### config.mk
export PLATFORM = sky130hd
export DESIGN_NAME = cjt_store
export DESIGN_NICKNAME = d
export VERILOG_FILES = /design/src/cubic_joint_trajectory_unit_macros.svh /design/src/cjt_pkg.sv /design/src/cjt_store.sv
export SDC_FILE = /design/constraint.sdc
export NUM_CORES = 1
export LEC_CHECK = 0
export BUFFER_PORTS_ARGS = -buffer_cell sky130_fd_sc_hd__buf_2
export CAP_MARGIN = 20
export CORE_ASPECT_RATIO = 1.2
export CORE_MARGIN = 2
export CORE_UTILIZATION = 54
export CTS_CLUSTER_DIAMETER = 100
export DETAILED_ROUTE_END_ITERATION = 10
export GPL_TIMING_DRIVEN = 0
export HOLD_SLACK_MARGIN = 0.12
export PLACE_DENSITY = 0.76
export SLEW_MARGIN = 15
export SYNTH_ARGS = -nofsm -noshare
export SYNTH_HDL_FRONTEND = slang
export SYNTH_SLANG_ARGS = --single-unit
### constraint.sdc
create_clock -name clk -period 19.75 [get_ports clk]
set_input_delay 4.9375 -clock clk [delete_from_list [all_inputs] [get_ports clk]]
set_output_delay 4.9375 -clock clk [all_outputs]
set_load 0.02 [all_outputs]
### src/cubic_joint_trajectory_unit_macros.svh
// ---------------------------------------------------------------------------
// Assertion macros for the cubic joint trajectory unit
// Checks are clocked on clk and held off while rst is high.
// ---------------------------------------------------------------------------
`ifndef CUBIC_JOINT_TRAJECTORY_UNIT_MACROS_SVH
`define CUBIC_JOINT_TRAJECTORY_UNIT_MACROS_SVH

// Same-cycle implication.
`define CJT_ASSERT_IMPLY(label, ante, cons, msg) \
  label: assert property (@(posedge clk) disable iff (rst) (ante) |-> (cons)) \
    else $error(msg);

// Next-cycle implication.
`define CJT_ASSERT_NEXT(label, ante, cons, msg) \
  label: assert property (@(posedge clk) disable iff (rst) (ante) |=> (cons)) \
    else $error(msg);

`endif

### src/cjt_pkg.sv
// ---------------------------------------------------------------------------
// cjt_pkg
// Shared constants, types and helpers of the cubic joint trajectory unit.
// ---------------------------------------------------------------------------
`timescale 1ns / 1ps
`default_nettype none

package cjt_pkg;

  localparam int JOINTS     = 8;
  localparam int TIME_BITS  = 16;
  localparam int JIDX_W     = (JOINTS > 1) ? $clog2(JOINTS) : 1;
  localparam int ANGLE_W    = 16;
  localparam int COEF_W     = 64;
  localparam int COEF_SHIFT = 41;
  localparam int T2_W       = 2 * TIME_BITS;
  localparam int DEN_W      = 3 * TIME_BITS;
  localparam int NUMB_W     = ANGLE_W + 2 + COEF_SHIFT;
  localparam int NUM_W      = ((NUMB_W > DEN_W) ? NUMB_W : DEN_W) + 1;
  localparam int DCNT_W     = $clog2(NUM_W + 1);
  localparam int WIDE_W     = 128;
  localparam int LIMB_W     = 32;
  localparam int LIMBS      = WIDE_W / LIMB_W;
  localparam int LIDX_W     = $clog2(LIMBS);
  localparam int VEL_SHIFT  = 60;
  localparam int VEL_W      = 32;

  localparam logic [ANGLE_W-1:0] POS_MAX  = 16'd46080;
  localparam logic [LIMB_W-1:0]  VSCALE   = 32'd6258227;
  localparam logic [LIMB_W-1:0]  CUBE_MUL = 32'd3;
  localparam logic [VEL_W-1:0]   VEL_POS_SAT = 32'h7FFF_FFFF;
  localparam logic [VEL_W-1:0]   VEL_NEG_SAT = 32'h8000_0000;

  typedef enum logic {
    OP_PLAN = 1'b0,
    OP_EVAL = 1'b1
  } opcode_t;

  typedef enum logic [2:0] {
    MS_A2T  = 3'd0,
    MS_P2   = 3'd1,
    MS_A3T  = 3'd2,
    MS_N2   = 3'd3,
    MS_P3   = 3'd4,
    MS_V3   = 3'd5,
    MS_VSC  = 3'd6
  } mstep_t;

  typedef struct packed {
    logic [ANGLE_W-1:0] base;
    logic [COEF_W-1:0]  sq;
    logic [COEF_W-1:0]  cu;
  } entry_t;

  function automatic logic [JIDX_W-1:0] joint_addr(input logic [2:0] j);
    return JIDX_W'(j);
  endfunction

endpackage

`default_nettype wire

### src/cjt_store.sv
// ---------------------------------------------------------------------------
// cjt_store
// Per-joint coefficient memory, registered read, valid bits for reset.
// ---------------------------------------------------------------------------
`timescale 1ns / 1ps
`default_nettype none

module cjt_store (
  input  logic                      clk,
  input  logic                      rst,
  input  logic                      rd_en,
  input  logic [cjt_pkg::JIDX_W-1:0] rd_addr,
  input  logic                      wr_en,
  input  logic [cjt_pkg::JIDX_W-1:0] wr_addr,
  input  cjt_pkg::entry_t           wr_data,
  output cjt_pkg::entry_t           rd_data
);
  import cjt_pkg::*;

  entry_t            mem [JOINTS];
  logic [JOINTS-1:0] valid;
  entry_t            rd_q;
  logic              rd_vld;

  always_ff @(posedge clk) begin
    if (wr_en) begin
      mem[wr_addr] <= wr_data;
    end
    if (rd_en) begin
      rd_q <= mem[rd_addr];
    end
  end

  always_ff @(posedge clk) begin
    if (rst) begin
      valid  <= '0;
      rd_vld <= 1'b0;
    end else begin
      if (wr_en) begin
        valid[wr_addr] <= 1'b1;
      end
      if (rd_en) begin
        rd_vld <= valid[rd_addr];
      end
    end
  end

  // never-written entries read as zero
  assign rd_data = rd_vld ? rd_q : '0;

endmodule

`default_nettype wire

After elaboration in Yosys (flattened, before gate mapping)
Memory sizes are Yosys's and may differ from the RTL's. A register that Yosys moved wholly into a read port is not among the register bits.
Index checks and enable logic that the tools add are counted.
- input port bits: 154
- memories kept: 1
- bits in writable memories: 1152
- word-level logic and storage cells: 15
- output and inout bits: 144
- flip-flop bits (word level): 9
- muxes and demuxes: 7
- order comparisons: 3
- bitwise logic cells: 1
- reduce and logical (&&, ||, !) cells: 1
- memories (memory ; words ; bits a word ; read ports ; clocked after memory_dff ; wr ports ; line ; RTL):
    mem ; 8 ; 144 ; 1 ; 1 ; 1 ; cjt_store.sv:20 ; entry_t mem [JOINTS];
- operators by type and width (cell ; number):
    $mux 144 ; 1
    $lt 3x4->1 const B ; 2
    $or 8x8->8 ; 1
    $mux 1 ; 4
    $bmux 1 s3 ; 1
    $demux 1 s3 ; 1
    $ge 3x1->1 const B ; 1
    $logic_and 1x1->1 ; 1

Longest topological paths before layout
- word-level depth: 5
- depth in mapped cells: 5
- mapped depth without buffers: 3

Worst setup path before layout
No wires, ideal clock.
- kind: input -> register
- start: input wr_addr[0] (netlist name)
- end: memory mem[0][0] (netlist name), enable pin
- buffers on the path: 0
- cell stages on the path: 1
- setup slack: -1254 ps
- data required time: 18689 ps
- data arrival time: 19943 ps
- setup time: 1061 ps
- path through: nor4b_1
- RTL lines (element ; line ; RTL):
    start: declaration ; cjt_store.sv:14 ; input logic [cjt_pkg::JIDX_W-1:0] wr_addr,
    end: declaration ; cjt_store.sv:20 ;
No word-level cell before the write port.

==> flow_summary.toml <==
[yosys]
synthesis.nets = 2163
netlist_top_cells_area = "edfxtp_1 79%, mux4_2 8.7%, mux4_1 5.2%"
avgSynthCellArea_sq_um = 24.6
synth.largest_area_cell = "edfxtp_1"
seq_area_frac_synth_pct = 79.0
ys_types = 22
syn_area_sq_um = 49500
synth_top_area_share_pct = 78.7
synth-seq-cells = 1305
ys_warn_count = 0
syn_inst = 2009

[route]
ant_nets = 0
drc = 0
drt_iter0_markers = 2264
dr.max_layer_used = "met5"
routed-wl-met3_um = 7810
dr_wl_met2_um = 56500
vias_per_cell = 5.96
m1WireLength_um = 40700
vias = 22825
totalWireLength_um = 109000
route.detailed.wl_per_inst_um = 28.4
first_pass_iters = 5

[min_path]
hold_path_class = "reg -> reg"

[placed_design]
pre_cts_slack_ns = 11.92
routabilityCongestion = 0.728
place_hpwl_um = 70400
io_buffers = 293

[sta]
hold_viol = 0
rsz0062_at_grt = "no"
period_minus_slack_ns = 8.25
maxSlewViolCount = 0
relSlewSlack_pct = 28.0
fin_skew_ns = 0.0198
max_freq_ghz = 0.121
post-route-period-util_pct = 41.8
setup_ws_ns = 11.50
tightest_slew_ns = 1.08
setup-violations-final = 0

[global_routing]
antenna_found_initial = 31
grt_pass1_vias = 23927
grt_pass1_wl_um = 159000
grt_max_degree = 60
track_usage_pct = 23.4
grt_overflow = 0

[setup_path]
cp-start-kind = "flop"
cp_max_fo = 10
crit_required_ns = 14.81
cp.arrival_ns = 3.31
end_kind = "primary output"
worstSetupPathType = "reg -> out"

[power_and_ir_drop]
leakage_nw = 19.7
sw_frac_of_total_pct = 20.5
p_per_area_nw_per_um2 = 99.5
ir_drop_mv = 0.0774
intPower_mw = 4.57
p_sw_mw = 1.18
finalPower_mw = 5.75
combPwrFrac_pct = 5.8
seqPwrFrac_pct = 55.4
pwr-share-clk_pct = 38.8

[clock_network]
post_cts_buffers = 0
cts-root-buf = "clkbuf_16"
clkSlewWorstSetupHoldPaths_ns = 0.07
cts.sinks = 1305
cts_tree = "yes"
postCtsHoldBufs = 0
numCtsBuffers = 117
insertion_delay_ns = 0.69
ctsResizeCount = 0
cts_buffer_depth = 3
h-tree-depth = 3

[status]
status = "finished clean"

[final_layout]
fillCellCount = 5790
syn2layout_area_growth_pct = 16.8
layout-drive-gt1-share_pct = 37.4
fin_nets = 2699

[floorplanning]
die_x_um = 280
initial_utilization_pct = 54.5
top_level_ports = 298
core.rowCount = 121
dieHeight_um = 336
die-area_sq_um = 94000
core-area_sq_um = 90700

[flow_run]
cap_viol_max_count = 0
-- power groups by stage --
stage / clock network [mW] / registers (mW) / logic, mW
final: 2.23 / 3.19 / 0.332
after global routing: 2.36 / 3.19 / 0.355
after detailed placement: 0 / 3.25 / 0.335
after global placement: 0 / 3.27 / 0.305
after floorplan: 0 / 3.25 / 0.191
after CTS: 2.27 / 3.19 / 0.337
-- worst max-delay path, stage by stage, from the launching register on --
cell and delay (ns):
dfxtp_1 0.30, clkbuf_2 0.54, clkbuf_1 0.86, clkbuf_1 0.44, and2_1 0.28, buf_2 0.19
-- state kept, by name, indices dropped and copies added (netlist names) --
| signal | cells |
|---|---|
| valid | 8 |
| mem | 1152 |
| rd_vld | 1 |
| rd_q | 144 |
-- through the flow --
stage	utilization, %	TNS, ns	std cells	area (sq um)	hold slack, ns
floorplan	-	0	2009	49500	0.440
global placement	57.8	-7368.50	3470	52400	0.450
detailed placement	59.5	0	3594	54000	0.470
CTS	63.7	0	3813	57700	0.484
global route	63.7	0	3827	57800	0.498
finish	63.7	0	3832	57800	0.478
-- synthesized netlist by cell type --
cell type and n:
a211oi_1 1, and2_1 144, and4b_1 2, buf_1 1
buf_12 3, buf_2 26, buf_6 4, buf_8 26
clkbuf_1 38, dfxtp_1 9, edfxtp_1 1296, mux2_2 144
mux2i_1 4, mux4_1 98, mux4_2 191, nand2_1 2
nor2_1 12, nor3_1 1, nor3b_1 1, nor4b_1 1
nor4bb_1 2, o21ba_2 3
-- logic make-up after synthesis --
family                 count (synthesis)  synth area share (%)
AND/OR/NAND/NOR                      165                  2.05
multiplexers                         437                  17.3
flip-flops                          1305                  79.0
AO/OA/AOI/OAI                          4                0.0759
buffers and inverters                 98                  1.56
-- cell type report --
type	instances	area (sq um)	share of cell area, %
Timing Repair Buffer	417	2990	5.17
Clock inverter	80	701	1.21
Buffer	98	774	1.34
Tap cell	1168	1460	2.53
Sequential cell	1305	39100	67.7
Multi-Input combinational cell	606	9660	16.7
Clock buffer	139	3050	5.28
Antenna cell	19	47.5	0.0823
-- metal layers --
layer / up-vias / global-route usage [%]
li1: 9639 / -
met1: 12069 / 29.9
met2: 873 / 40.2
met3: 218 / 4.78
met4: 26 / 8.52
met5: - / 0
-- final timing paths --
path / start / to / slack (ns) / depth (start not counted)
max: rd_vld / rd_data[120] / 11.50 / 5
min: valid[6] / valid[6] / 0.48 / 2
max reg2reg: rd_vld / rd_vld / 17.61 / 4
min reg2reg: valid[6] / valid[6] / 0.48 / 2
-- cells in the final DEF, fill, tap and decap left out --
| cell type | n |
|---|---|
| clkbuf_16 | 119 |
| buf_8 | 31 |
| and2_1 | 144 |
| mux2i_1 | 4 |
| clkinv_1 | 33 |
| clkinvlp_4 | 3 |
| nor2_4 | 1 |
| nor2_1 | 11 |
| buf_4 | 30 |
| clkbuf_2 | 2 |
| edfxtp_1 | 1296 |
| clkbuf_1 | 56 |
| bufinv_16 | 12 |
| buf_12 | 16 |
| buf_6 | 75 |
| nor4b_4 | 1 |
| clkinv_4 | 1 |
| buf_2 | 318 |
| mux2_2 | 144 |
| buf_1 | 1 |
| a211oi_1 | 1 |
| nor4bb_4 | 2 |
| inv_6 | 8 |
| and4b_4 | 2 |
| nand2_1 | 2 |
| mux4_2 | 191 |
| mux4_1 | 98 |
| buf_16 | 6 |
| diode_2 | 19 |
| nor3b_2 | 1 |
| dfxtp_1 | 9 |
| clkinv_2 | 23 |
| nor3_2 | 1 |
| o21ba_2 | 3 |
Power figures use the tool's default switching activity.
