[src/cubic_joint_trajectory_unit_macros.svh]
// ---------------------------------------------------------------------------
// Assertion macros for the cubic joint trajectory unit
// Checks are clocked on clk and held off while rst is high.
// ---------------------------------------------------------------------------
`ifndef CUBIC_JOINT_TRAJECTORY_UNIT_MACROS_SVH
`define CUBIC_JOINT_TRAJECTORY_UNIT_MACROS_SVH

// Same-cycle implication.
`define CJT_ASSERT_IMPLY(label, ante, cons, msg) \
  label: assert property (@(posedge clk) disable iff (rst) (ante) |-> (cons)) \
    else $error(msg);

// Next-cycle implication.
`define CJT_ASSERT_NEXT(label, ante, cons, msg) \
  label: assert property (@(posedge clk) disable iff (rst) (ante) |=> (cons)) \
    else $error(msg);

`endif

[src/cjt_pkg.sv]
// ---------------------------------------------------------------------------
// cjt_pkg
// Shared constants, types and helpers of the cubic joint trajectory unit.
// ---------------------------------------------------------------------------
`timescale 1ns / 1ps
`default_nettype none

package cjt_pkg;

  localparam int JOINTS     = 8;
  localparam int TIME_BITS  = 16;
  localparam int JIDX_W     = (JOINTS > 1) ? $clog2(JOINTS) : 1;
  localparam int ANGLE_W    = 16;
  localparam int COEF_W     = 64;
  localparam int COEF_SHIFT = 41;
  localparam int T2_W       = 2 * TIME_BITS;
  localparam int DEN_W      = 3 * TIME_BITS;
  localparam int NUMB_W     = ANGLE_W + 2 + COEF_SHIFT;
  localparam int NUM_W      = ((NUMB_W > DEN_W) ? NUMB_W : DEN_W) + 1;
  localparam int DCNT_W     = $clog2(NUM_W + 1);
  localparam int WIDE_W     = 128;
  localparam int LIMB_W     = 32;
  localparam int LIMBS      = WIDE_W / LIMB_W;
  localparam int LIDX_W     = $clog2(LIMBS);
  localparam int VEL_SHIFT  = 60;
  localparam int VEL_W      = 32;

  localparam logic [ANGLE_W-1:0] POS_MAX  = 16'd46080;
  localparam logic [LIMB_W-1:0]  VSCALE   = 32'd6258227;
  localparam logic [LIMB_W-1:0]  CUBE_MUL = 32'd3;
  localparam logic [VEL_W-1:0]   VEL_POS_SAT = 32'h7FFF_FFFF;
  localparam logic [VEL_W-1:0]   VEL_NEG_SAT = 32'h8000_0000;

  typedef enum logic {
    OP_PLAN = 1'b0,
    OP_EVAL = 1'b1
  } opcode_t;

  typedef enum logic [2:0] {
    MS_A2T  = 3'd0,
    MS_P2   = 3'd1,
    MS_A3T  = 3'd2,
    MS_N2   = 3'd3,
    MS_P3   = 3'd4,
    MS_V3   = 3'd5,
    MS_VSC  = 3'd6
  } mstep_t;

  typedef struct packed {
    logic [ANGLE_W-1:0] base;
    logic [COEF_W-1:0]  sq;
    logic [COEF_W-1:0]  cu;
  } entry_t;

  function automatic logic [JIDX_W-1:0] joint_addr(input logic [2:0] j);
    return JIDX_W'(j);
  endfunction

endpackage

`default_nettype wire

[src/cjt_div.sv]
// ---------------------------------------------------------------------------
// cjt_div
// Restoring divider, one quotient bit per cycle.
// ---------------------------------------------------------------------------
`timescale 1ns / 1ps
`default_nettype none

module cjt_div (
  input  logic                       clk,
  input  logic                       rst,
  input  logic                       start,
  input  logic [cjt_pkg::NUM_W-1:0]  num,
  input  logic [cjt_pkg::DEN_W-1:0]  den,
  output logic                       done,
  output logic [cjt_pkg::NUM_W-1:0]  quo
);
  import cjt_pkg::*;

  logic              busy;
  logic [DCNT_W-1:0] cnt;
  logic [DEN_W-1:0]  den_q;
  logic [DEN_W-1:0]  rem;
  logic [DEN_W:0]    trial;
  logic              ge;

  assign trial = {rem, quo[NUM_W-1]};
  assign ge    = (trial >= {1'b0, den_q});

  always_ff @(posedge clk) begin
    if (rst) begin
      busy <= 1'b0;
      done <= 1'b0;
      cnt  <= '0;
    end else begin
      done <= 1'b0;
      if (start) begin
        busy <= 1'b1;
        cnt  <= '0;
      end else if (busy) begin
        cnt <= cnt + 1'b1;
        if (cnt == DCNT_W'(NUM_W - 1)) begin
          busy <= 1'b0;
          done <= 1'b1;
        end
      end
    end
  end

  always_ff @(posedge clk) begin
    if (start) begin
      den_q <= den;
      rem   <= '0;
      quo   <= num;
    end else if (busy) begin
      // shift the dividend out of quo while quotient bits fill in
      rem <= ge ? DEN_W'(trial - {1'b0, den_q}) : DEN_W'(trial);
      quo <= {quo[NUM_W-2:0], ge};
    end
  end

endmodule

`default_nettype wire

[config.mk]
export PLATFORM = sky130hd
export DESIGN_NAME = cjt_div
export DESIGN_NICKNAME = d
export VERILOG_FILES = /design/src/cubic_joint_trajectory_unit_macros.svh /design/src/cjt_pkg.sv /design/src/cjt_div.sv
export SDC_FILE = /design/constraint.sdc
export NUM_CORES = 1
export LEC_CHECK = 0
export BUFFER_PORTS_ARGS = -buffer_cell sky130_fd_sc_hd__clkbuf_2
export CORE_MARGIN = 2
export CORE_UTILIZATION = 45
export CTS_BUF_LIST = sky130_fd_sc_hd__clkbuf_4
export DETAILED_ROUTE_END_ITERATION = 12
export PLACE_DENSITY = 0.7
export SKIP_CTS_REPAIR_TIMING = 1
export SYNTH_ARGS = -nofsm -noshare
export SYNTH_HDL_FRONTEND = slang
export SYNTH_SLANG_ARGS = --single-unit
[constraint.sdc]
create_clock -name clk -period 3 [get_ports clk]
set_input_delay 0 -clock clk [delete_from_list [all_inputs] [get_ports clk]]
set_output_delay 0 -clock clk [all_outputs]
set_load 0.005 [all_outputs]
# Word level (Yosys, flattened, before mapping)
# Cells that the tools add are included.
dict set report totals {
  inputBits 111
  out_inout_bits 61
  wordCells 21
  ff_bits 164
}
dict set report classes {
  reduce_logical 3
  n_eq_ne 1
  add_sub_neg 2
  n_bitwise 1
  mux 7
  order_cmp 1
}
# cell n
set op_table {}
lappend op_table {{two-way mux 60 bit} 2}
lappend op_table {{greater-or-equal comparator 49 x 48 -> 1 bit} 1}
lappend op_table {{two-way mux 48 bit} 1}
lappend op_table {{subtractor 48 bit} 1}
lappend op_table {{adder 6 x 1 -> 6 bit (second input constant)} 1}
lappend op_table {{equality test 6 bit (second input constant)} 1}
lappend op_table {{two-way mux 1 bit} 4}
lappend op_table {{OR reduction 3 bit} 1}
lappend op_table {{nonzero test 2 bit} 1}
lappend op_table {{OR reduction 2 bit} 1}
lappend op_table {{inverter 1 bit} 1}

# Logic depth before layout (Yosys ltp)
dict set report logic_depth {
  depth_word 4
  mapped_depth 15
  depth_no_buf 13
}

# Least setup slack after synthesis
# Ideal clock, no wire load.
dict set report synth_timing {
  kind {register to register}
  from {register quo[59] in the netlist's numbering}
  to {register rem[42]}
  required_time_ns 2.932
  slack_ns 0.070
  period_less_slack_ns 2.930
  arrival_ns 2.862
  path_buffers 0
  path_stages_with_launch 14
  setup_time_ns 0.068
  path_cell_list {edfxtp_1 inv_1 ha_1 fa_1 nor2b_4 o31a_1 o31a_4 o31ai_4 o22ai_2 a41oi_2 o31a_4 o21ai_2 mux2_4 a21oi_2}
}
dict set report synth_between {
  elab_chain_len 2
  word_cells_on_any_way 3
  classes_between {add/sub (1); order compare (1); mux (1)}
}
# element line_no
set synth_lines {}
lappend synth_lines {{start, declared} cjt_div.sv:15} ;# output logic [cjt_pkg::NUM_W-1:0] quo
lappend synth_lines {{start signal, assigned} cjt_div.sv:53} ;# quo <= num;
lappend synth_lines {{start signal, assigned} cjt_div.sv:57} ;# quo <= {quo[NUM_W-2:0], ge};
lappend synth_lines {{subtractor 48 bit / greater-or-equal comparator 49 x 48 -> 1 bit (equally long branches)} {cjt_div.sv:56, cjt_div.sv:27}}
lappend synth_lines {{two-way mux 48 bit *} cjt_div.sv:56} ;# rem <= ge ? DEN_W'(trial - {1'b0, den_q}) : DEN_W'(trial);
lappend synth_lines {{end signal, assigned} cjt_div.sv:56}
lappend synth_lines {{end, declared} cjt_div.sv:22} ;# logic [DEN_W-1:0] rem;
# Mark *: on every way between the ends. The rest lies on a longest branch, timed or not.
# A chain may end at the register's enable or synchronous reset.

# Worst setup path in the final report
dict set report layout_timing {
  from {register den_q[0]}
  to {register rem[42]}
}
dict set report layout_between {
  elab_chain_len 2
  word_cells_on_any_way 3
  classes_between {add/sub (1); order compare (1); mux (1)}
}
# element line_no
set layout_lines {}
lappend layout_lines {{start, declared} cjt_div.sv:21} ;# logic [DEN_W-1:0] den_q;
lappend layout_lines {{start signal, assigned} cjt_div.sv:51} ;# den_q <= den;
lappend layout_lines {{subtractor 48 bit / greater-or-equal comparator 49 x 48 -> 1 bit (equally long branches)} {cjt_div.sv:56, cjt_div.sv:27}}
lappend layout_lines {{two-way mux 48 bit *} cjt_div.sv:56}
# Marks and branches as above.

==> flow_metrics.env <==
export IMPL_via_per_inst=5.41
export IMPL_period_minus_slack_ps=2970
export IMPL_antenna_left=0
export IMPL_synth_compound_area_share_pct=16.9
export IMPL_vdd_ir_drop_max_uv=310
export IMPL_whs_ps=91.4
export IMPL_yosysWarningCount=0
export IMPL_track_usage_pct=20.8
export IMPL_cts_tree="built"
export IMPL_synth_fa_ha_area_share_pct=6.79
export IMPL_avgSynthCellArea_sq_um=10.1
export IMPL_hold_path_class="input port to flop"
export IMPL_synth_top_area_share_pct=34.8
export IMPL_synth_top_family_by_area="compound AO/OA/AOI/OAI gates"
export IMPL_ios=172
export IMPL_clkTransAtPathRegs_ps=180
export IMPL_crit_arrival_ps=3530
export IMPL_slowest_delay_ps=420
export IMPL_synth_simple_area_share_pct=13.1
export IMPL_ys_seq_elements=164
export IMPL_cpMaxStageDelayCell="edfxtp_1"
export IMPL_synth_edf_count=108
export IMPL_critPathRequiredTime_ps=3560
export IMPL_htreeDepth=4
export IMPL_synth_area_sq_mm=0.00933
export IMPL_hold_viol=0
export IMPL_first_global_vias=7501
export IMPL_synth_area_leader_cell="edfxtp_1"
export IMPL_wl_mm=26.1
export IMPL_drive_gt1_share_pct=32.0
export IMPL_crit_path_cell_trace="ha_2 > fa_2 > nor2b_4 > o31a_1 > o31a_4 > o31ai_4 > o22ai_2 > a41oi_2 > o31a_4 > o21ai_2 > mux2_4 > a21oi_2"
export IMPL_synth_cell_type_count=63
export IMPL_cpMostUsedCell="o31a_4"
export IMPL_dpl_instance_area_sq_mm=0.0107
export IMPL_drt_iter0_markers=513
export IMPL_netlist_instances=927
export IMPL_status="completed"
export IMPL_hpwlAfterDp_mm=16.4
export IMPL_clockBufferDepth=2
export IMPL_fmax_mhz=337
export IMPL_yosys_top_cells_area="edfxtp_1 (35%), dfxtp_1 (12%), mux2_2 (7.2%), ha_1 (6.6%), nand2_1 (4.4%)"
export IMPL_drc_errors=0
export IMPL_nNetsFinal=1406
export IMPL_slew_headroom_pct=38.9
export IMPL_cts_made_buffers=17
export IMPL_synth_mux_area_share_pct=7.90
export IMPL_final_common_cell="clkbuf_2"
export IMPL_r2r_setup_slack_ps=30
export IMPL_synthXorXnorAreaFrac_pct=3.76
export IMPL_mostFrequentLayoutCells="clkbuf_2 (170), nand2_1 (110), dlygate4sd3_1 (110)"
export IMPL_antenna_found_initial=1
export IMPL_rsz0062_at_grt="true"
export IMPL_finClkSkew_ps=40.9
export IMPL_vias=8278
export IMPL_die_height_um=148
export IMPL_routabilityCongestion=0.892
export IMPL_final_max_slew_violation_count=0
export IMPL_wire_per_inst_um=17.0
export IMPL_core_area_sq_mm=0.0203
export IMPL_dieWidth_um=148
export IMPL_core_rowCount=52
export IMPL_syn_nets=1088
export IMPL_port_buffers=171
export IMPL_design_area_sq_mm=0.0126
export IMPL_min_period_over_period_pct=99.0
export IMPL_drv_cap=0
export IMPL_path_max_fanout=5
export IMPL_synth_ff_type="edfxtp_1"
export IMPL_cts_root_buf="clkbuf_4"
export IMPL_finalSetupViolations=0
export IMPL_ys_seq_area_share_pct=46.8
export IMPL_cp_end_kind="flop"
export IMPL_clock_latency_ps=600
export IMPL_grt_max_degree=105
export IMPL_async_flop_share_pct=0
export IMPL_dieArea_sq_mm=0.0219
export IMPL_cts_sinks=164
export IMPL_grt_pass1_wl_mm=36.7
export IMPL_start_util_pct=45.9
export IMPL_dr_pass1_iters=5
export IMPL_p_per_area_mw_per_mm2=485
export IMPL_worst_setup_path_start_kind="flop"
export IMPL_utilization_pct=62.3
export IMPL_p_leak_uw=0.00539
export IMPL_criticalPathCategory="flop to flop"
export IMPL_overflow=0
export IMPL_tightest_slew_ps=916
export IMPL_syn_to_final_growth_pct=35.6
per-stage QoR:
step	setup slack, ps	TNS [ps]	total power (uW)	instances
after floorplan	70.3	0	3790	927
after global placement	1.39	0	4340	1366
after detailed placement	-65.5	-215	4360	1366
after CTS	-77.5	-320	5820	1398
after global routing	-118	-1200	6440	1529
final	31.3	0	6130	1530
worst max-delay path: cells and delay by family, from the launching register on:
kind / cells / cell delay, ps
AOI/OAI and AO/OA: 8 / 1500
adders and majority gates: 2 / 560
DFF: 1 / 420
muxes: 1 / 320
and+or+nand+nor: 1 / 120
synth_stat cells (4+ instances only):
library cell and number:
nand4_1 16, a311oi_1 36, xnor2_1 25, o21a_1 5
nor2b_1 6, inv_1 62, buf_2 5, and4_1 4
a31oi_1 5, nand3_1 17, clkbuf_1 44, ha_1 49
nor3_1 7, dfxtp_1 56, o21ai_1 8, o211ai_1 4
mux2_2 60, o21bai_1 12, nor2_1 71, o22ai_1 6
o21ai_0 24, xor2_1 15, a21oi_1 73, edfxtp_1 108
or3_1 8, nand2_1 110, nand2b_1 7, a21o_1 20
and3_1 13
area by class of cell:
cell class | count | area [sq um]
fill | 1675 | 7650
multi-input combinational | 649 | 4800
sequential | 164 | 4370
timing repair buffer | 351 | 2580
tap | 270 | 338
inverter | 62 | 233
clock inverter | 15 | 196
clock buffer | 17 | 128
antenna | 2 | 5.00
state kept, by name, indices dropped and copies added, names as in the netlist:
name and cells:
cnt 6, rem 48, done 1, busy 1, quo 60, den_q 48
kinds of logic after synthesis:
family,Yosys count
buf+inv,114
fa+ha+maj,50
simple gates,267
flops,164
compound gates,227
xor+xnor,40
mux,65
routing by layer:
layer  GRT usage, %  routed length [um]  vias to the layer above
li1               -                   -                     4026
met1           26.3               11200                     3940
met2           34.4               12900                      271
met3           6.02                1440                       41
met4           6.52                 533                        0
met5              0                   0                        -
report_power, final:
group | leakage (uW) | switching [uW] | internal, uW
registers | 0.00153 | 129 | 2640
clock network | 0.000172 | 994 | 481
logic | 0.00368 | 969 | 921
path summary, 6_finish.rpt:
check,startpoint,end,cells past startpoint
max,den_q[0],rem[42],12
min,den[43],den_q[43],2
max reg2reg,den_q[0],rem[42],12
min reg2reg,rem[40],rem[41],2
Power figures use the tool's default switching activity.
