===== src/cubic_joint_trajectory_unit_macros.svh =====
// ---------------------------------------------------------------------------
// Assertion macros for the cubic joint trajectory unit
// Checks are clocked on clk and held off while rst is high.
// ---------------------------------------------------------------------------
`ifndef CUBIC_JOINT_TRAJECTORY_UNIT_MACROS_SVH
`define CUBIC_JOINT_TRAJECTORY_UNIT_MACROS_SVH

// Same-cycle implication.
`define CJT_ASSERT_IMPLY(label, ante, cons, msg) \
  label: assert property (@(posedge clk) disable iff (rst) (ante) |-> (cons)) \
    else $error(msg);

// Next-cycle implication.
`define CJT_ASSERT_NEXT(label, ante, cons, msg) \
  label: assert property (@(posedge clk) disable iff (rst) (ante) |=> (cons)) \
    else $error(msg);

`endif


===== src/cjt_pkg.sv =====
// ---------------------------------------------------------------------------
// cjt_pkg
// Shared constants, types and helpers of the cubic joint trajectory unit.
// ---------------------------------------------------------------------------
`timescale 1ns / 1ps
`default_nettype none

package cjt_pkg;

  localparam int JOINTS     = 8;
  localparam int TIME_BITS  = 16;
  localparam int JIDX_W     = (JOINTS > 1) ? $clog2(JOINTS) : 1;
  localparam int ANGLE_W    = 16;
  localparam int COEF_W     = 64;
  localparam int COEF_SHIFT = 41;
  localparam int T2_W       = 2 * TIME_BITS;
  localparam int DEN_W      = 3 * TIME_BITS;
  localparam int NUMB_W     = ANGLE_W + 2 + COEF_SHIFT;
  localparam int NUM_W      = ((NUMB_W > DEN_W) ? NUMB_W : DEN_W) + 1;
  localparam int DCNT_W     = $clog2(NUM_W + 1);
  localparam int WIDE_W     = 128;
  localparam int LIMB_W     = 32;
  localparam int LIMBS      = WIDE_W / LIMB_W;
  localparam int LIDX_W     = $clog2(LIMBS);
  localparam int VEL_SHIFT  = 60;
  localparam int VEL_W      = 32;

  localparam logic [ANGLE_W-1:0] POS_MAX  = 16'd46080;
  localparam logic [LIMB_W-1:0]  VSCALE   = 32'd6258227;
  localparam logic [LIMB_W-1:0]  CUBE_MUL = 32'd3;
  localparam logic [VEL_W-1:0]   VEL_POS_SAT = 32'h7FFF_FFFF;
  localparam logic [VEL_W-1:0]   VEL_NEG_SAT = 32'h8000_0000;

  typedef enum logic {
    OP_PLAN = 1'b0,
    OP_EVAL = 1'b1
  } opcode_t;

  typedef enum logic [2:0] {
    MS_A2T  = 3'd0,
    MS_P2   = 3'd1,
    MS_A3T  = 3'd2,
    MS_N2   = 3'd3,
    MS_P3   = 3'd4,
    MS_V3   = 3'd5,
    MS_VSC  = 3'd6
  } mstep_t;

  typedef struct packed {
    logic [ANGLE_W-1:0] base;
    logic [COEF_W-1:0]  sq;
    logic [COEF_W-1:0]  cu;
  } entry_t;

  function automatic logic [JIDX_W-1:0] joint_addr(input logic [2:0] j);
    return JIDX_W'(j);
  endfunction

endpackage

`default_nettype wire


===== src/cjt_mul.sv =====
// ---------------------------------------------------------------------------
// cjt_mul
// Wide by 32-bit multiplier, one 32-bit limb per cycle, saturates on carry out.
// ---------------------------------------------------------------------------
`timescale 1ns / 1ps
`default_nettype none

module cjt_mul (
  input  logic                        clk,
  input  logic                        rst,
  input  logic                        start,
  input  logic [cjt_pkg::WIDE_W-1:0]  a,
  input  logic [cjt_pkg::LIMB_W-1:0]  b,
  output logic                        done,
  output logic [cjt_pkg::WIDE_W-1:0]  p
);
  import cjt_pkg::*;

  logic                  busy;
  logic [LIDX_W-1:0]     idx;
  logic [WIDE_W-1:0]     a_q;
  logic [WIDE_W-1:0]     acc;
  logic [LIMB_W-1:0]     b_q;
  logic [LIMB_W-1:0]     carry;
  logic                  ovf;
  logic [2*LIMB_W-1:0]   prod;

  assign prod = (2*LIMB_W)'(a_q[LIMB_W-1:0]) * (2*LIMB_W)'(b_q) + (2*LIMB_W)'(carry);

  always_ff @(posedge clk) begin
    if (rst) begin
      busy <= 1'b0;
      done <= 1'b0;
      idx  <= '0;
    end else begin
      done <= 1'b0;
      if (start) begin
        busy <= 1'b1;
        idx  <= '0;
      end else if (busy) begin
        idx <= idx + 1'b1;
        if (idx == LIDX_W'(LIMBS - 1)) begin
          busy <= 1'b0;
          done <= 1'b1;
        end
      end
    end
  end

  always_ff @(posedge clk) begin
    if (start) begin
      a_q   <= a;
      b_q   <= b;
      carry <= '0;
    end else if (busy) begin
      a_q   <= a_q >> LIMB_W;
      carry <= prod[2*LIMB_W-1:LIMB_W];
      acc   <= {prod[LIMB_W-1:0], acc[WIDE_W-1:LIMB_W]};
      ovf   <= (prod[2*LIMB_W-1:LIMB_W] != '0);
    end
  end

  assign p = ovf ? '1 : acc;

endmodule

`default_nettype wire


===== config.mk =====
export PLATFORM = sky130hd
export DESIGN_NAME = cjt_mul
export DESIGN_NICKNAME = d
export VERILOG_FILES = /design/src/cubic_joint_trajectory_unit_macros.svh /design/src/cjt_pkg.sv /design/src/cjt_mul.sv
export SDC_FILE = /design/constraint.sdc
export NUM_CORES = 2
export LEC_CHECK = 0
export BUFFER_PORTS_ARGS = -buffer_cell sky130_fd_sc_hd__buf_2
export CORE_UTILIZATION = 55
export CTS_BUF_LIST = sky130_fd_sc_hd__clkbuf_2
export DETAILED_ROUTE_END_ITERATION = 8
export MAX_ROUTING_LAYER = met4
export PLACE_DENSITY = 0.82
export SYNTH_ARGS = -nofsm -noshare
export SYNTH_HDL_FRONTEND = slang
export SYNTH_SLANG_ARGS = --single-unit

===== constraint.sdc =====
create_clock -name clk -period 9.3 [get_ports clk]
set_input_delay 0.465 -clock clk [delete_from_list [all_inputs] [get_ports clk]]
set_output_delay 0.465 -clock clk [all_outputs]
set_load 0.05 [all_outputs]

Word-level counts from Yosys, hierarchy flattened
Cells that the tools add are included.
{"block": "totals", "reg_bits": 325, "latchBits": 0, "ram_bits": 0, "romBits": 0, "out_inout_bits": 129, "word_cells": 26, "n_memories": 0}
{"block": "classes", "add_sub_neg": 2, "mul": 1, "n_div": 0, "order_cmp": 0, "n_eq_ne": 1, "shift": 0, "mux": 7, "bitwise": 2, "n_reduce_logical": 5}
{"cell": "$mux 128", "n": 3}
{"cell": "$add 64x32->64", "n": 1}
{"cell": "$mul 32x32->64", "n": 1}
{"cell": "$reduce_bool 32->1", "n": 1}
{"cell": "$mux 1", "n": 4}
{"cell": "$reduce_or 3->1", "n": 1}
{"cell": "$add 2x1->2 const B", "n": 1}
{"cell": "$eq 2x2->1 const B", "n": 1}
{"cell": "$not 1->1", "n": 2}
{"cell": "$reduce_and 2->1", "n": 1}
{"cell": "$reduce_bool 2->1", "n": 1}
{"cell": "$reduce_or 2->1", "n": 1}

Logic depth before layout (Yosys ltp)
{"block": "logic_depth", "word_depth": 4, "depth_mapped": 31}

Least setup slack after synthesis
Ideal clock, no wire load.
{"block": "synth_path", "path_type": "reg2reg", "startpoint": "register b_q[17]", "endpoint": "register ovf, data pin", "setup_time_ns": 0.271, "t_arrival_ns": 7.465, "t_required_ns": 9.029, "path_slack_ns": 1.564, "stages_incl_launch_ff": 29, "path_buffers": 1, "synth_period_minus_slack_ns": 7.736, "cell_sequence": "edfxtp_1 clkbuf_1 and2_1 fa_1 inv_1 fa_1 inv_1 fa_1 inv_1 fa_1 inv_1 fa_1 fa_1 fa_1 inv_1 fa_1 inv_1 ha_1 a21oi_2 o21ai_2 a41o_1 a211o_1 a221o_1 a31oi_4 nor2_2 or3_4 a221oi_2 and4_1 nand4_1"}
{"block": "synth_via", "elab_chain_cells": 3}
{"element": "start, declared", "line": "cjt_mul.sv:23", "rtl": "logic [LIMB_W-1:0] b_q;"}
{"element": "start signal, assigned", "line": "cjt_mul.sv:53", "rtl": "b_q <= b;"}
{"element": "$mul 32x32->64", "line": "cjt_mul.sv:28", "rtl": "assign prod = (2*LIMB_W)'(a_q[LIMB_W-1:0]) * (2*LIMB_W)'(b_q) + (2*LIMB_W)'(carry);"}
{"element": "$add 64x32->64", "line": "cjt_mul.sv:28"}
{"element": "$reduce_bool 32->1", "line": "cjt_mul.sv:59", "rtl": "ovf <= (prod[2*LIMB_W-1:LIMB_W] != '0);"}
{"element": "end signal, assigned", "line": "cjt_mul.sv:59"}
{"element": "end, declared", "line": "cjt_mul.sv:25", "rtl": "logic ovf;"}
No other way between the ends.
A chain may end at the register's enable or synchronous reset.

Worst setup path in the final report
{"block": "layout_path", "startpoint": "register b_q[20]", "endpoint": "register ovf, data pin"}
Same word-level chain as after synthesis.

==> impl_metrics.tcl <==
set metrics [dict create \
    run_status "completed" \
    setup_viol 0 \
    clock_path_buffers 3 \
    fin_crit_ps 8990 \
    synth_fa_ha_area_share_pct 46.5 \
    crit_arrival_ps 9910 \
    whs_path_depth 2 \
    path_clk_slew_ps 120 \
    syn_area_per_cell_sq_um 10.2 \
    ys_seq_area_share_pct 20.0 \
    dr.pass1.iters 8 \
    synth_nets 5951 \
    drive_gt1_share_pct 15.5 \
    grt_overflow 0 \
    vias 34363 \
    finalSetupTns_ps 0 \
    rr_endpoint "ovf$_DFFE_PP_" \
    synth_warnings 0 \
    yosys.area.top_type "fa_1" \
    cts.sinks 325 \
    die_width_um 295 \
    grt_max_degree 129 \
    ctsResizeCount 0 \
    grt_antenna_before_repair 3 \
    ctsHtreeMaxLevel 3 \
    routed_wl_um 129000 \
    yosys-top-cells-area "fa_1, edfxtp_1, and2_1" \
    max_freq_ghz 0.111 \
    cts_tree "built" \
    synth_edf_count 289 \
    hold_path.class "in -> reg" \
    grt_pass1_wl_um 205000 \
    nets 6377 \
    start_util_pct 55.9 \
    areaGrowthSynthToFinish_pct 11.7 \
    ys_async_sr_fraction_pct 0 \
    synthXorXnorAreaFrac_pct 1.00 \
    muxShareOfSynthArea_pct 2.70 \
    slew_viol_final 0 \
    synth.cell_area_sq_mm 0.0471 \
    netlist_instances 4596 \
    cp_max_fo 27 \
    hp-start "b[8]" \
    slew_headroom_pct 12.2 \
    regArea_sq_mm 0.00940 \
    synthSimpleGateAreaFrac_pct 16.2 \
    wl_per_cell_um 20.7 \
    fillCellCount 6626 \
    crit_required_ps 10220 \
    ioPinCount 292 \
    grt_setup_unrepaired "false" \
    clk-insertion-delay-late_ps 1320 \
    multi_input_area_sq_mm 0.0330 \
    gp_congestion 0.999 \
    fp-row-count 106 \
    crit_type "reg -> reg" \
    cap_violations 0 \
    worstRegToRegCells 27 \
    synth_compound_area_share_pct 3.78 \
    portBuffers 291 \
    worstSetupStartpointType "register" \
    skew_ps 246 \
    reg2reg_from "b_q[20]$_DFFE_PP_" \
    grt_pass1_vias 38082 \
    holdPathEnd "b_q[8]$_DFFE_PP_" \
    track_usage_pct 32.0 \
    core_area_sq_mm 0.0842 \
    cts-root-buf "clkbuf_2" \
    tightestPinTransition_ps 1320 \
    yosysTopAreaCellShare_pct 39.5 \
    drt_iter0_markers 2316 \
    ys_seq_elements 325 \
    hpwl_um 98000 \
    viasPerCell 5.52 \
    synth_top_family_by_area "adder cells" \
    r2r_slack_ps 310 \
    die_height_um 295 \
    drtAntennaViolNets 0 \
    die_area_sq_mm 0.0867 \
    fin_crit_sh_pct 96.7 \
    end_kind "register" \
    drc 0 \
    finalHoldViolations 0 \
    ys_types 87 \
    cts_made_buffers 88 \
    synth_ff_type "edfxtp_1" \
]
## state kept, by name (all words and copies together) (netlist names)
signal,cells
acc,128
a_q,128
busy,1
idx,2
done,1
ovf,1
carry,32
b_q,32
## critical path, stage by stage, from the launching register on
cell and delay, ps:
edfxtp_1 850, and2_1 350, fa_1 530, inv_1 50, fa_1 480, inv_1 60
fa_1 490, inv_1 50, fa_1 530, inv_1 60, fa_1 530, fa_1 450
fa_1 510, inv_1 50, fa_1 520, inv_1 50, ha_1 390, nand2_1 250
or4_1 580, nand4bb_1 220, o211a_2 200, a21oi_2 200, a211o_1 210, xnor2_1 250
nand4_1 200, nor3_1 210, and4_1 230, nand4_1 80
## layout by cell type (no fill, tap or decap), types with 33 or more instances in the layout
cell type,count
edfxtp_1,289
fa_1,928
ha_1,264
inv_1,964
clkbuf_2,119
dlygate4sd3_1,195
or2_2,129
buf_4,93
nor2_1,67
buf_2,290
dfxtp_1,36
nand2_1,476
a21oi_1,76
and2_1,662
mux2_2,96
o21ai_0,33
xnor2_1,34
## worst max path at each step
stage	slack (ps)	end	cells past startpoint	from
final	310	ovf$_DFFE_PP_	27	b_q[20]$_DFFE_PP_
after global routing	10	ovf$_DFFE_PP_	27	b_q[20]$_DFFE_PP_
after CTS	300	ovf$_DFFE_PP_	26	b_q[18]$_DFFE_PP_
after detailed placement	430	ovf$_DFFE_PP_	27	a_q[6]$_DFFE_PP_
after global placement	510	ovf$_DFFE_PP_	27	a_q[6]$_DFFE_PP_
after floorplan	1560	ovf$_DFFE_PP_	28	b_q[17]$_DFFE_PP_
## repair_timing
item                       in CTS  in global routing
buffers inserted                0                  2
hold buffers                  195                  0
hold endpoints to repair      198                  0
setup endpoints to repair       0                  1
## layout make-up
type	instances	area share, %
diodes	4	0.0190
clock inverters	40	0.388
flip-flops and latches	325	17.9
inverters	966	6.91
repair buffers	588	8.13
clock buffers	119	1.13
well taps	1134	2.70
multi-input cells	3053	62.8
## stage by stage
stage	area [sq um]	std cells	util (%)	setup slack [ps]	hold WS, ps
after floorplan	47100	4596	-	1560	417
after global placement	49800	5869	59.1	505	420
after detailed placement	49800	5869	59.1	427	423
after CTS	52600	6223	62.4	300	2.22
after global routing	52600	6227	62.4	11.2	69.3
final	52600	6229	62.4	309	114
## synth_stat cells (4+ instances only)
| cell type | count |
|---|---|
| a2111oi_0 | 5 |
| a211oi_1 | 7 |
| a21o_1 | 14 |
| a21oi_1 | 76 |
| a21oi_2 | 5 |
| a221o_1 | 4 |
| a31oi_1 | 8 |
| and2_1 | 662 |
| and3_1 | 8 |
| buf_1 | 7 |
| buf_2 | 7 |
| clkbuf_1 | 234 |
| dfxtp_1 | 36 |
| edfxtp_1 | 289 |
| fa_1 | 928 |
| ha_1 | 264 |
| inv_1 | 966 |
| mux2_2 | 96 |
| mux2i_1 | 19 |
| nand2_1 | 476 |
| nand2b_1 | 11 |
| nand3_1 | 12 |
| nand4_1 | 17 |
| nor2_1 | 67 |
| nor2b_1 | 7 |
| nor3_1 | 22 |
| nor4_1 | 4 |
| o211ai_1 | 4 |
| o21a_1 | 13 |
| o21ai_0 | 33 |
| o21ai_1 | 8 |
| o21bai_1 | 12 |
| o22ai_1 | 9 |
| or2_2 | 129 |
| or3_1 | 5 |
| xnor2_1 | 34 |
| xor2_1 | 20 |
## metal layers
layer,part of all wire (%),vias to the layer above,GRT usage (%)
li1,-,14719,-
met1,36,17432,36.8
met2,50,1689,53.4
met3,7.5,523,5.20
met4,6.7,0,18.2
met5,0,-,-
## logic make-up (layout without fill, tap and decap cells)
family / count (synthesis) / in the layout
xor+xnor: 54 / 54
mux: 115 / 115
buf+inv: 1218 / 1713
other cells: 0 / 4
fa+ha+maj: 1192 / 1192
simple gates: 1438 / 1438
compound gates: 254 / 254
flops: 325 / 325
Power is not shown: default switching activity piles up to over one toggle a cycle in this logic, so the estimate is an artifact.
